==> src/rtl/epbi_pkg.sv <==
// Shared types and constants of the exact palette builder and indexer.
// Used by every module of the block; depends on nothing.
package epbi_pkg;

    // Request codes carried in the low bits of the input tuser.
    localparam logic [1:0] REQ_SCAN = 2'd0;
    localparam logic [1:0] REQ_MAP  = 2'd1;
    localparam logic [1:0] REQ_READ = 2'd2;

    localparam int DEF_PALETTE_MAX = 255;
    localparam int DEF_COLOR_BITS  = 16;

    // Fixed field widths of the stream items.
    localparam int PIX_BITS = 16;
    localparam int IDX_BITS = 8;

    // Control part of the probe that ripples down the cell chain.
    typedef struct packed {
        logic                valid;
        logic [1:0]          req;
        logic [IDX_BITS-1:0] slot;
        logic                found;
        logic [IDX_BITS-1:0] idx;
    } probe_t;

endpackage

==> src/rtl/epbi_cell.sv <==
// One palette cell: holds the color at one palette index and checks the
// passing probe against it. Depends on epbi_pkg.
module epbi_cell #(
    parameter int IDX        = 0,
    parameter int COLOR_BITS = epbi_pkg::DEF_COLOR_BITS
) (
    input  logic                           clk,
    input  logic                           rst_n,
    input  logic [epbi_pkg::IDX_BITS-1:0]  count,
    input  logic                           shift_en,
    input  logic [COLOR_BITS-1:0]          shift_color,
    output logic [COLOR_BITS-1:0]          stored_color,
    input  epbi_pkg::probe_t               probe_in,
    input  logic [COLOR_BITS-1:0]          probe_color_in,
    input  logic [COLOR_BITS-1:0]          probe_pcol_in,
    output epbi_pkg::probe_t               probe_out,
    output logic [COLOR_BITS-1:0]          probe_color_out,
    output logic [COLOR_BITS-1:0]          probe_pcol_out
);
    import epbi_pkg::*;

    localparam logic [IDX_BITS-1:0] POS = IDX_BITS'(IDX);

    logic [COLOR_BITS-1:0] color_reg;
    probe_t                probe_reg;
    probe_t                probe_next;
    logic [COLOR_BITS-1:0] pcol_reg;
    logic [COLOR_BITS-1:0] pcol_next;
    logic [COLOR_BITS-1:0] pcolor_reg;
    logic                  live;
    logic                  hit_color;
    logic                  hit_slot;

    // Entries at or beyond the count hold stale colors and never match.
    assign live      = probe_in.valid && (POS < count);
    assign hit_color = live && (probe_in.req == REQ_SCAN || probe_in.req == REQ_MAP)
                       && (color_reg == probe_color_in);
    assign hit_slot  = live && (probe_in.req == REQ_READ) && (probe_in.slot == POS);

    always_comb
    begin
        probe_next = probe_in;
        pcol_next  = probe_pcol_in;
        if (hit_color)
        begin
            probe_next.found = 1'b1;
            probe_next.idx   = POS;
        end
        if (hit_slot)
        begin
            probe_next.found = 1'b1;
            probe_next.idx   = probe_in.slot;
            pcol_next        = color_reg;
        end
    end

    // Inserting a color pushes every entry one index up the chain.
    always_ff @(posedge clk)
    begin
        if (shift_en)
        begin
            color_reg <= shift_color;
        end
        pcol_reg   <= pcol_next;
        pcolor_reg <= probe_color_in;
    end

    always_ff @(posedge clk or negedge rst_n)
    begin
        if (!rst_n)
        begin
            probe_reg <= '0;
        end
        else
        begin
            probe_reg <= probe_next;
        end
    end

    assign stored_color    = color_reg;
    assign probe_out       = probe_reg;
    assign probe_color_out = pcolor_reg;
    assign probe_pcol_out  = pcol_reg;

endmodule

==> config.mk <==
export PLATFORM = sky130hd
export DESIGN_NAME = epbi_cell
export DESIGN_NICKNAME = d
export VERILOG_FILES = /design/src/rtl/epbi_pkg.sv /design/src/rtl/epbi_cell.sv
export SDC_FILE = /design/constraint.sdc
export NUM_CORES = 1
export LEC_CHECK = 0
export BUFFER_PORTS_ARGS = -buffer_cell sky130_fd_sc_hd__buf_2
export CAP_MARGIN = 20
export CORE_UTILIZATION = 43
export DETAILED_ROUTE_END_ITERATION = 12
export GPL_TIMING_DRIVEN = 1
export PLACE_DENSITY_LB_ADDON = 0.2
export REMOVE_ABC_BUFFERS = 1
export SYNTH_ARGS = -nofsm -noshare
export SYNTH_HDL_FRONTEND = slang
export SYNTH_SLANG_ARGS = --single-unit
==> constraint.sdc <==
create_clock -name clk -period 2.53 [get_ports clk]
set_clock_uncertainty 0.1 [all_clocks]
set_input_delay 0.3795 -clock clk [delete_from_list [all_inputs] [get_ports clk]]
set_output_delay 0.3795 -clock clk [all_outputs]
set_load 0.05 [all_outputs]
# Yosys cells after proc, flatten, opt, wreduce, memory -nomap -nowiden
# Cells that the tools add are included.
# word_totals
reg_bits	68
output_inout_bits	68
wordCells	23
# op_classes
n_lt_le_gt_ge	1
eq_ne	3
n_mux	3
reduce_logical	8
# op_table
operator	count
$mux 9	2
$eq 16x16->1	1
$mux 16	1
$logic_not 8->1	1
$lt 1x8->1 const A	1
$logic_and 1x1->1	5
$eq 2x1->1 const B	1
$eq 2x2->1 const B	1
$logic_not 2->1	1
$logic_or 1x1->1	1

# Longest topological paths before layout
# logic_depth
depth_word	6
depth_mapped	5

# Worst setup path before layout
# OpenSTA, ideal clock, no wires.
# synth_timing
kind	input to register
start	input port count[7] in the netlist's numbering
end	register pcol_reg[10] (netlist: probe_pcol_out[10])
setup_time_ns	0.121
t_arrival_ns	1.720
required_time_ns	2.309
path_slack_ns	0.589
cell_stages	5
n_path_buf	1
cell_sequence	or4_4 -> o21ai_4 -> nor2_4 -> buf_8 -> mux2_4
# synth_via
elab_chain_cells	5
# synth_lines
element	line	text
start, declared	epbi_cell.sv:9	input logic [epbi_pkg::IDX_BITS-1:0] count,
$lt 1x8->1	epbi_cell.sv:35	assign live = probe_in.valid && (POS < count);
$logic_and 1x1->1	epbi_cell.sv:35	
$logic_and 1x1->1 (2 in a row)	epbi_cell.sv:38	assign hit_slot = live && (probe_in.req == REQ_READ) && (probe_in.slot == POS);
$mux 16	epbi_cell.sv:49	if (hit_slot)
named net pcol_next[10]	epbi_cell.sv:28	logic [COLOR_BITS-1:0] pcol_next;
end signal, assigned	epbi_cell.sv:64	pcol_reg <= pcol_next;
end, declared	epbi_cell.sv:27	logic [COLOR_BITS-1:0] pcol_reg;
# The timed path passes the listed nets, and every way through them passes these cells.
# A chain may end at the register's enable or synchronous reset.

==> out/metrics.cfg <==
[status]
status=finished clean

[power]
p_per_area_nw_per_um2=753
p_total_mw=2.41
leakage_nw=1.55
vdd_ir_drop_max_mv=0.521

[detailed_routing]
dr.pass1.iters=4
vias=1586
drt-total-wl_um=4770
route.detailed.wl_per_inst_um=13.2
antenna_left=0
post_drt_via_cell_ratio=4.38
drc=0
initialDrtViolationCount=63

[critical_path]
cp_data_required_time_ps=2590
path_max_fanout=9
critPathKind=flop to flop
critPathLaunch=stored_color[2]
start_kind=flop
cp_data_arrival_time_ps=1900
critPathCaptureType=flop
r2r-start=stored_color[2]
r2r_setup_slack_ps=690

[final_layout]
antenna_cells=0
final_common_cell=buf_2
fin_area_um2=3210
syn2layout_area_growth_pct=45.6
most-common-layout-cells=buf_2, dfxtp_1, dfrtp_1
drive_gt1_share_pct=62.4
fin_nets=369

[yosys]
synth_area_leaders=dfxtp_1, dfrtp_1, edfxtp_1
yosys_register_bits=68
yosysTopAreaCell=dfxtp_1
syn_avg_cell_area_um2=16.6
synth_top_area_share_pct=29.1
netlist_area_um2=2200
ys_seq_area_share_pct=73.6
synth.distinct_cells=20
yosysWarnings=0
synthCells=133

[timing]
tightest_slew_ps=743
fmaxAchievable_ghz=0.544
rsz0062_at_grt=false
fin_crit_sh_pct=72.7
slew_headroom_pct=50.0
period_needed_ps=1840
finalSetupViolCount=0
tns_ps=0
hold_viol_final=0
worst_hold_slack_ps=76.5
slew_violations=0

[clock_tree]
tritoncts=yes
clk-insertion-delay-late_ps=320
numCtsBuffers=9
clock-sinks=68
clockRootBuffer=clkbuf_8
clk_pin_slew_ps=70
cts_resized=0
cts_setup_buffers=0
h-tree-depth=3
clock_path_buffers=2

[floorplanning]
die_area_um2=5410
die_h_um=73.6
row_count=25
die_w_um=73.6
core_area_um2=4820
io_pins=147
start_util_pct=45.7

[global_routing]
grt_usage_pct=18.1
grt_pass1_wl_um=7000
gr-total-overflow=0
grt_max_degree=21
grt_pass1_vias=1573
antenna_found_initial=0

[place]
portBuffers=146
dpl.hpwl_um=3710
gp_congestion=0.796
placed_area_um2=3020

[job]
cap_viol_max_count=0

[hold_path]
min_from=probe_in[11]
hold_class=input pin to flop

-- Yosys cell counts --
master and n:
dfxtp_1 32, dfrtp_1 20, edfxtp_1 16, xor2_1 16
mux2_4 9, a21oi_1 8, o21ai_0 8, mux2_2 7
nor4_1 4, nor2_1 2, or4_4 2, a211o_2 1
and4_1 1, buf_8 1, clkbuf_1 1, nand3_1 1
nor2_4 1, nor4_2 1, nor4b_1 1, o21ai_4 1
-- registers in the layout, indices dropped and copies added, names as in the netlist --
name             cells
probe_out           20
probe_pcol_out      16
stored_color        16
probe_color_out     16
-- per-stage QoR --
step	instances	util (%)	worst slack, ps
floorplan	131	-	611
global placement	345	62.6	468
detailed placement	345	62.6	455
CTS	362	66.5	676
global route	362	66.5	606
finish	362	66.5	691
-- final timing paths --
check                                          to  cells past startpoint
worst min-delay path                probe_out[11]                      1
min in group asynchronous           probe_out[19]                      2
worst max-delay path                 probe_out[0]                      4
worst max register to register       probe_out[0]                      4
worst min register to register  probe_pcol_out[4]                      1
max in group asynchronous            probe_out[3]                      2
-- what timing repair did --
item | CTS | global route
endpoints found under the hold margin | 20 | 0
hold buffers | 1 | 0
endpoints found under the setup margin | 0 | 0
-- routing by layer --
metal	vias to the layer above	GRT usage [%]	share of wire, %
met3	4	6.72	7.5
li1	787	-	-
met1	715	17.5	37
met4	0	8.97	0.90
met2	80	33.3	54
met5	-	0	0
-- area by class of cell --
type,count,area (um2)
Clock buffer,11,153
Multi-Input combinational cell,63,562
Fill cell,386,1610
Timing Repair Buffer,148,761
Clock inverter,5,25.0
Sequential cell,68,1620
Tap cell,67,83.8
-- power by group --
part / internal [mW] / total (mW) / switching, mW
logic: 0.120 / 0.430 / 0.309
clock network: 0.407 / 0.773 / 0.366
registers: 1.18 / 1.21 / 0.0277
total: 1.71 / 2.41 / 0.703
-- critical path: stages, from the launching register on --
cell and delay, ps:
edfxtp_1 410, xor2_1 180, nor4_1 430, and4_1 440
a21oi_1 120
-- cell families (layout without fill, tap and decap cells) --
group	count (synthesis)	after routing	share of synthesized area, %
flip-flops	68	68	73.6
AO/OA/AOI/OAI	18	18	4.83
XOR/XNOR	16	16	6.36
multiplexers	16	16	9.72
AND/OR/NAND/NOR	13	13	4.60
buffers and inverters	2	164	0.852
Note: power is estimated with default switching activity, not from simulation.
