$ cat config.mk
export PLATFORM = sky130hd
export DESIGN_NAME = epbi_ctrl
export DESIGN_NICKNAME = d
export VERILOG_FILES = /design/src/rtl/epbi_pkg.sv /design/src/rtl/epbi_ctrl.sv
export SDC_FILE = /design/constraint.sdc
export NUM_CORES = 1
export LEC_CHECK = 0
export BUFFER_PORTS_ARGS = -buffer_cell sky130_fd_sc_hd__buf_2
export CORE_ASPECT_RATIO = 0.5
export CORE_UTILIZATION = 35
export DETAILED_ROUTE_END_ITERATION = 7
export GPL_ROUTABILITY_DRIVEN = 1
export HOLD_SLACK_MARGIN = 0.05
export PLACE_DENSITY = 0.72
export SLEW_MARGIN = 5
export SYNTH_ARGS = -nofsm -noshare
export SYNTH_HDL_FRONTEND = slang
export SYNTH_SLANG_ARGS = --single-unit
$ cat constraint.sdc
create_clock -name clk -period 5.3 [get_ports clk]
set_input_delay 0.795 -clock clk [delete_from_list [all_inputs] [get_ports clk]]
set_output_delay 0.795 -clock clk [all_outputs]
set_load 0.005 [all_outputs]
$ cat src/rtl/epbi_pkg.sv
// Shared types and constants of the exact palette builder and indexer.
// Used by every module of the block; depends on nothing.
package epbi_pkg;

    // Request codes carried in the low bits of the input tuser.
    localparam logic [1:0] REQ_SCAN = 2'd0;
    localparam logic [1:0] REQ_MAP  = 2'd1;
    localparam logic [1:0] REQ_READ = 2'd2;

    localparam int DEF_PALETTE_MAX = 255;
    localparam int DEF_COLOR_BITS  = 16;

    // Fixed field widths of the stream items.
    localparam int PIX_BITS = 16;
    localparam int IDX_BITS = 8;

    // Control part of the probe that ripples down the cell chain.
    typedef struct packed {
        logic                valid;
        logic [1:0]          req;
        logic [IDX_BITS-1:0] slot;
        logic                found;
        logic [IDX_BITS-1:0] idx;
    } probe_t;

endpackage

$ cat src/rtl/epbi_ctrl.sv
// Control of the palette chain: takes items, launches probes, applies scan
// updates from the chain tail and holds the result registers.
// Depends on epbi_pkg.
module epbi_ctrl #(
    parameter int PALETTE_MAX = epbi_pkg::DEF_PALETTE_MAX,
    parameter int COLOR_BITS  = epbi_pkg::DEF_COLOR_BITS
) (
    input  logic                           clk,
    input  logic                           rst_n,
    input  logic                           s_tvalid,
    output logic                           s_tready,
    input  logic [23:0]                    s_tdata,
    input  logic [2:0]                     s_tuser,
    output logic                           m_tvalid,
    input  logic                           m_tready,
    output logic [39:0]                    m_tdata,
    output epbi_pkg::probe_t               launch,
    output logic [COLOR_BITS-1:0]          launch_color,
    output logic [COLOR_BITS-1:0]          launch_pcol,
    input  epbi_pkg::probe_t               tail,
    input  logic [COLOR_BITS-1:0]          tail_pcol,
    output logic [epbi_pkg::IDX_BITS-1:0]  count,
    output logic                           shift_en
);
    import epbi_pkg::*;

    localparam int WIDE = (COLOR_BITS > PIX_BITS) ? COLOR_BITS : PIX_BITS;
    localparam logic [IDX_BITS-1:0] MAXC = IDX_BITS'(PALETTE_MAX);

    logic                  busy_reg;
    logic [IDX_BITS-1:0]   count_reg;
    logic [IDX_BITS-1:0]   count_next;
    logic                  ovf_reg;
    logic                  ovf_next;
    logic                  launch_valid_reg;
    logic [1:0]            launch_req_reg;
    logic [IDX_BITS-1:0]   launch_slot_reg;
    logic [COLOR_BITS-1:0] lcolor_reg;

    logic                  pend_valid_reg;
    logic [IDX_BITS-1:0]   pend_idx_reg;
    logic                  pend_found_reg;
    logic [PIX_BITS-1:0]   pend_pcol_reg;
    logic [IDX_BITS-1:0]   pend_count_reg;
    logic                  pend_ovf_reg;

    logic                  out_valid_reg;
    logic [39:0]           out_data_reg;

    logic                  accept;
    logic                  move_out;
    logic                  res_found;
    logic [IDX_BITS-1:0]   res_idx;
    logic [WIDE-1:0]       pix_wide;
    logic [WIDE-1:0]       pcol_wide;

    assign s_tready = !busy_reg;
    assign accept   = s_tvalid && !busy_reg;
    assign move_out = pend_valid_reg && (!out_valid_reg || m_tready);

    assign pix_wide  = WIDE'(s_tdata[PIX_BITS-1:0]);
    assign pcol_wide = WIDE'(tail_pcol);

    // A scan that missed every held entry either appends or overflows.
    always_comb
    begin
        count_next = count_reg;
        ovf_next   = ovf_reg;
        shift_en   = 1'b0;
        res_found  = tail.found;
        res_idx    = tail.idx;
        if (accept && s_tuser[1:0] == REQ_SCAN && s_tuser[2])
        begin
            count_next = '0;
            ovf_next   = 1'b0;
        end
        if (tail.valid && tail.req == REQ_SCAN && !tail.found)
        begin
            if (count_reg < MAXC)
            begin
                shift_en   = 1'b1;
                count_next = count_reg + 1'b1;
                res_found  = 1'b1;
                res_idx    = '0;
            end
            else
            begin
                ovf_next = 1'b1;
            end
        end
    end

    always_ff @(posedge clk)
    begin
        if (accept)
        begin
            launch_req_reg  <= s_tuser[1:0];
            launch_slot_reg <= s_tdata[23:16];
            lcolor_reg      <= pix_wide[COLOR_BITS-1:0];
        end
        if (tail.valid)
        begin
            pend_idx_reg   <= res_idx;
            pend_found_reg <= res_found;
            pend_pcol_reg  <= pcol_wide[PIX_BITS-1:0];
            pend_count_reg <= count_next;
            pend_ovf_reg   <= ovf_next;
        end
        if (move_out)
        begin
            out_data_reg <= {6'd0, pend_ovf_reg, pend_count_reg, pend_pcol_reg,
                             pend_found_reg, pend_idx_reg};
        end
    end

    always_ff @(posedge clk or negedge rst_n)
    begin
        if (!rst_n)
        begin
            busy_reg         <= 1'b0;
            count_reg        <= '0;
            ovf_reg          <= 1'b0;
            launch_valid_reg <= 1'b0;
            pend_valid_reg   <= 1'b0;
            out_valid_reg    <= 1'b0;
        end
        else
        begin
            count_reg        <= count_next;
            ovf_reg          <= ovf_next;
            launch_valid_reg <= accept;
            if (accept)
            begin
                busy_reg <= 1'b1;
            end
            else if (move_out)
            begin
                busy_reg <= 1'b0;
            end
            if (tail.valid)
            begin
                pend_valid_reg <= 1'b1;
            end
            else if (move_out)
            begin
                pend_valid_reg <= 1'b0;
            end
            if (move_out)
            begin
                out_valid_reg <= 1'b1;
            end
            else if (m_tready)
            begin
                out_valid_reg <= 1'b0;
            end
        end
    end

    always_comb
    begin
        launch       = '0;
        launch.valid = launch_valid_reg;
        launch.req   = launch_req_reg;
        launch.slot  = launch_slot_reg;
    end

    assign launch_color = lcolor_reg;
    assign launch_pcol  = '0;
    assign count        = count_reg;
    assign m_tvalid     = out_valid_reg;
    assign m_tdata      = out_data_reg;

    a_count_bound: assert property (@(posedge clk) disable iff (!rst_n)
        count_reg <= MAXC)
        else $error("palette count beyond its maximum");

    a_tail_free: assert property (@(posedge clk) disable iff (!rst_n)
        tail.valid |-> !pend_valid_reg)
        else $error("chain tail result while a result is still pending");

    a_tail_busy: assert property (@(posedge clk) disable iff (!rst_n)
        tail.valid |-> busy_reg)
        else $error("probe left the chain while no item was in work");

    a_ovf_scan: assert property (@(posedge clk) disable iff (!rst_n)
        $rose(ovf_reg) |-> $past(tail.valid && tail.req == REQ_SCAN && !tail.found))
        else $error("overflow set without a missed scan");

    a_done_out: assert property (@(posedge clk) disable iff (!rst_n)
        $fell(busy_reg) |-> out_valid_reg)
        else $error("item finished without a result in the output register");

endmodule

Word-level counts from Yosys, hierarchy flattened
Cells that the tools add are included.
{"block": "totals", "inputBits": 67, "out_inout_bits": 103, "register_bits": 107, "word_cells": 49}
{"block": "classes", "mux": 17, "reduce_logical": 15, "n_lt_le_gt_ge": 1, "addsub": 1}
{"cell": "$mux 8", "count": 5}
{"cell": "$mux 1", "count": 12}
{"cell": "$add 8x1->8 const B", "count": 1}
{"cell": "$lt 8x8->1 const B", "count": 1}
{"cell": "$logic_and 1x1->1", "count": 6}
{"cell": "$reduce_bool 2->1", "count": 3}
{"cell": "$logic_not 2->1", "count": 2}
{"cell": "$logic_not 1->1", "count": 3}
{"cell": "$logic_or 1x1->1", "count": 1}

Logic depth before layout (Yosys ltp)
{"block": "depth", "word_depth": 7, "mapped_depth": 6, "mapped_depth_nobuf": 6}

Least setup slack after synthesis
No wires, ideal clock.
{"block": "synth_path", "kind": "input-to-reg", "start": "input port s_tvalid", "end": "register pend_count_reg[5] (data pin)", "t_required_ps": 5034, "stages": 4, "setup_time_ps": 266, "n_path_buf": 0, "arrival_ps": 3114, "path_slack_ps": 1920, "cell_sequence": "nor2b_1 -> nand3_1 -> and3_4 -> a311o_1"}
{"block": "synth_via", "elab_chain_len": 6}
{"item": "from (decl)", "line_no": "epbi_ctrl.sv:10", "text": "input logic s_tvalid,"}
{"item": "$logic_and 1x1->1 *", "line_no": "epbi_ctrl.sv:58", "text": "assign accept = s_tvalid && !busy_reg;"}
{"item": "$logic_and 1x1->1 * (2 in series)", "line_no": "epbi_ctrl.sv:72", "text": "if (accept && s_tuser[1:0] == REQ_SCAN && s_tuser[2])"}
{"item": "$mux 8 *", "line_no": "epbi_ctrl.sv:72"}
{"item": "$mux 8", "line_no": "epbi_ctrl.sv:79", "text": "if (count_reg < MAXC)"}
{"item": "$mux 8 *", "line_no": "epbi_ctrl.sv:77", "text": "if (tail.valid && tail.req == REQ_SCAN && !tail.found)"}
{"item": "via count_next[5]", "line_no": "epbi_ctrl.sv:32", "text": "logic [IDX_BITS-1:0] count_next;"}
{"item": "to (signal assigned)", "line_no": "epbi_ctrl.sv:106", "text": "pend_count_reg <= count_next;"}
{"item": "to (decl)", "line_no": "epbi_ctrl.sv:44", "text": "logic [IDX_BITS-1:0] pend_count_reg;"}
The timed path passes the listed nets; every way through them passes the cells marked *.
A chain may end at the register's enable or synchronous reset.

Final worst setup path
{"block": "layout_path", "start": "input port tail[19] (netlist name)", "end": "output port shift_en"}
{"block": "layout_via", "elab_chain_len": 3}
{"item": "from (decl)", "line_no": "epbi_ctrl.sv:20", "text": "input epbi_pkg::probe_t tail,"}
{"item": "$logic_and 1x1->1 (2 in series)", "line_no": "epbi_ctrl.sv:77"}
{"item": "$mux 1", "line_no": "epbi_ctrl.sv:77"}
{"item": "to (decl)", "line_no": "epbi_ctrl.sv:23", "text": "output logic shift_en"}
No other way between the ends.

==> reports/metrics.yaml <==
vias: 2069
cts_tree: "done"
hp-class: "input pin to async pin"
initial_utilization_pct: 36.5
cp_cell_sequence: "buf_2 > buf_4 > or4b_1 > a31o_4 > inv_1 > buf_2"
path_clk_slew_ns: 0.06
ys_seq_elements: 107
drtPass1Iterations: 6
grt_pass1_vias: 1932
chipHeight_um: 75.5
worstSetupStartpointType: "input pin"
synth_area_leaders: "edfxtp_1 (75%), dfrtp_1 (8.6%), buf_4 (6.4%)"
post_cts_buffers: 0
hold_violations: 0
antenna_cells: 0
cts_buffer_depth: 2
port_buffers: 130
finalSetupViolCount: 0
hold_ws_ns: 0.340
synth_top_cell_by_area: "edfxtp_1"
grt_usage_pct: 12.4
worst_r2r_path_depth: 5
floorplan.rows: 26
synthesis.area_um2: 3780
post_drt_wl_per_cell_um: 14.0
grt_pass1_wl_mm: 10.0
synth_common_cells: "edfxtp_1 (94), buf_4 (32), dfrtp_1 (13)"
post-route-util_pct: 46.2
finalCriticalPeriod_ns: 3.28
relSlewSlack_pct: 37.9
largest_reg_flops: 34
hpwlAfterDp_mm: 5.01
clkLatencyLatePin_ns: 0.34
die_area_um2: 11200
fin_worst_skew_ns: 0.00700
maxCapViolations: 0
grt_max_degree: 38
worst_path_most_repeated_cell: "buf_2"
nets: 411
outcome: "complete, no violations"
core_area_um2: 10300
cts_buffers: 9
ctsHtreeMaxLevel: 3
ios: 170
synth_flop_cell: "edfxtp_1"
setup_tns_ns: 0
synth_enable_flop_cells: 94
postCtsResizedCells: 0
antenna_found_initial: 0
drv_slew: 0
drt_iter0_markers: 175
ctsRootBufferMaster: "clkbuf_16"
drc: 0
ys_types: 35
area_delta_synth_final_pct: 26.4
antenna_left: 0
yosys.cell_count.top_type: "edfxtp_1"
async_flop_share_pct: 12.1
ir_drop_v: 0.000210
hold_buffers: 0
synth.top_cell.area_share_pct: 74.7
ys_seq_area_share_pct: 83.3
overflow: 0
end_kind: "output port"
rsz0062_at_grt: "no"
fmax_mhz: 305
crit_fanout: 37
pwr_density_cell_nw_per_um2: 384
dieWidth_um: 149
slowest_stage: "or4b_1"
worstMarginPinSlew_ns: 0.919
routabilityCongestion: 0.753
cp.arrival_ns: 2.48
drive_above_1_share_pct: 43.1
regToRegSetupSlack_ns: 3.31
cp_slowest_stage_delay_ns: 0.64
reg2reg_from: "count[0]"
syn-instance-count: 203
yosysWarnings: 0
r2r_end: "pend_count_reg[5]"
period_share_pct: 61.9
cp_data_required_time_ns: 4.51
clock-sinks: 107
wl_mm: 6.84
syn_area_per_cell_um2: 18.6
leakagePower_nw: 2.02
path_class: "input pin to output port"
routed_via_density: 4.24
==> area by class of cell <==
class                           instances  area (um2)
Clock buffer                           13         262
Inverter                                4        15.0
Tap cell                              140         175
Sequential cell                       107        3150
Multi-Input combinational cell         88         482
Fill cell                             919        5570
Timing Repair Buffer                  133         673
Clock inverter                          3        21.3
==> metrics by stage <==
stage | instances | setup WS, ns | total power [mW] | cell area (um2)
6_report | 488 | 2.02 | 1.83 | 4780
3_5_place_dp | 472 | 2.01 | 1.23 | 4490
3_3_place_gp | 472 | 2.00 | 1.22 | 4490
2_1_floorplan | 233 | 1.92 | 1.14 | 3890
4_1_cts | 488 | 2.00 | 1.85 | 4780
5_1_grt | 488 | 1.89 | 1.92 | 4780
==> cell usage in the layout, fill, tap and decap left out, types with 4 or more instances in the layout <==
cell type and instances:
edfxtp_1 94, dfrtp_1 13, nand3_1 6, and2_1 8, o21ai_0 4, clkbuf_16 10, nand2_1 8, inv_1 4
buf_2 130, conb_1 31
==> layer usage <==
layer / vias to the layer above / wire length (um) / GRT usage [%]
met1: 1010 / 2550 / 13.2
met4: 0 / 95 / 3.06
met3: 8 / 373 / 4.79
met5: - / 0 / 0
met2: 72 / 3820 / 23.5
li1: 979 / - / -
==> worst max-delay path, delay by kind of cell <==
family	cells	cell delay, ns
buf+inv	4	0.69
simple gates	1	0.64
compound gates	1	0.34
==> worst max path at each step <==
stage          startpoint                end  slack, ns  cells after the start
4_1_cts          tail[19]           shift_en       2.00                      6
5_1_grt          tail[19]           shift_en       1.89                      6
3_3_place_gp     tail[19]           shift_en       2.00                      6
3_5_place_dp     tail[19]           shift_en       2.01                      6
6_report         tail[19]           shift_en       2.02                      6
2_1_floorplan    s_tvalid  pend_count_reg[5]       1.92                      4
==> report_power, final <==
| part | internal, mW | leakage [nW] | switching (mW) | total (mW) |
|---|---|---|---|---|
| clock | 0.349 | 0.135 | 0.276 | 0.624 |
| combinational | 0.0687 | 0.804 | 0.0884 | 0.157 |
| sequential | 1.02 | 1.08 | 0.0321 | 1.05 |
==> cells by family (layout without fill, tap and decap cells) <==
logic type / count (synthesis) / count (layout) / synth area share (%)
AO/OA/AOI/OAI: 17 / 17 / 3.28
AND/OR/NAND/NOR: 39 / 39 / 5.99
other: 1 / 31 / 0.0992
adder cells (fa/ha/maj): 1 / 1 / 0.331
flip-flops: 107 / 107 / 83.3
buffers and inverters: 38 / 153 / 6.99
Note: power is estimated with default switching activity, not from simulation.
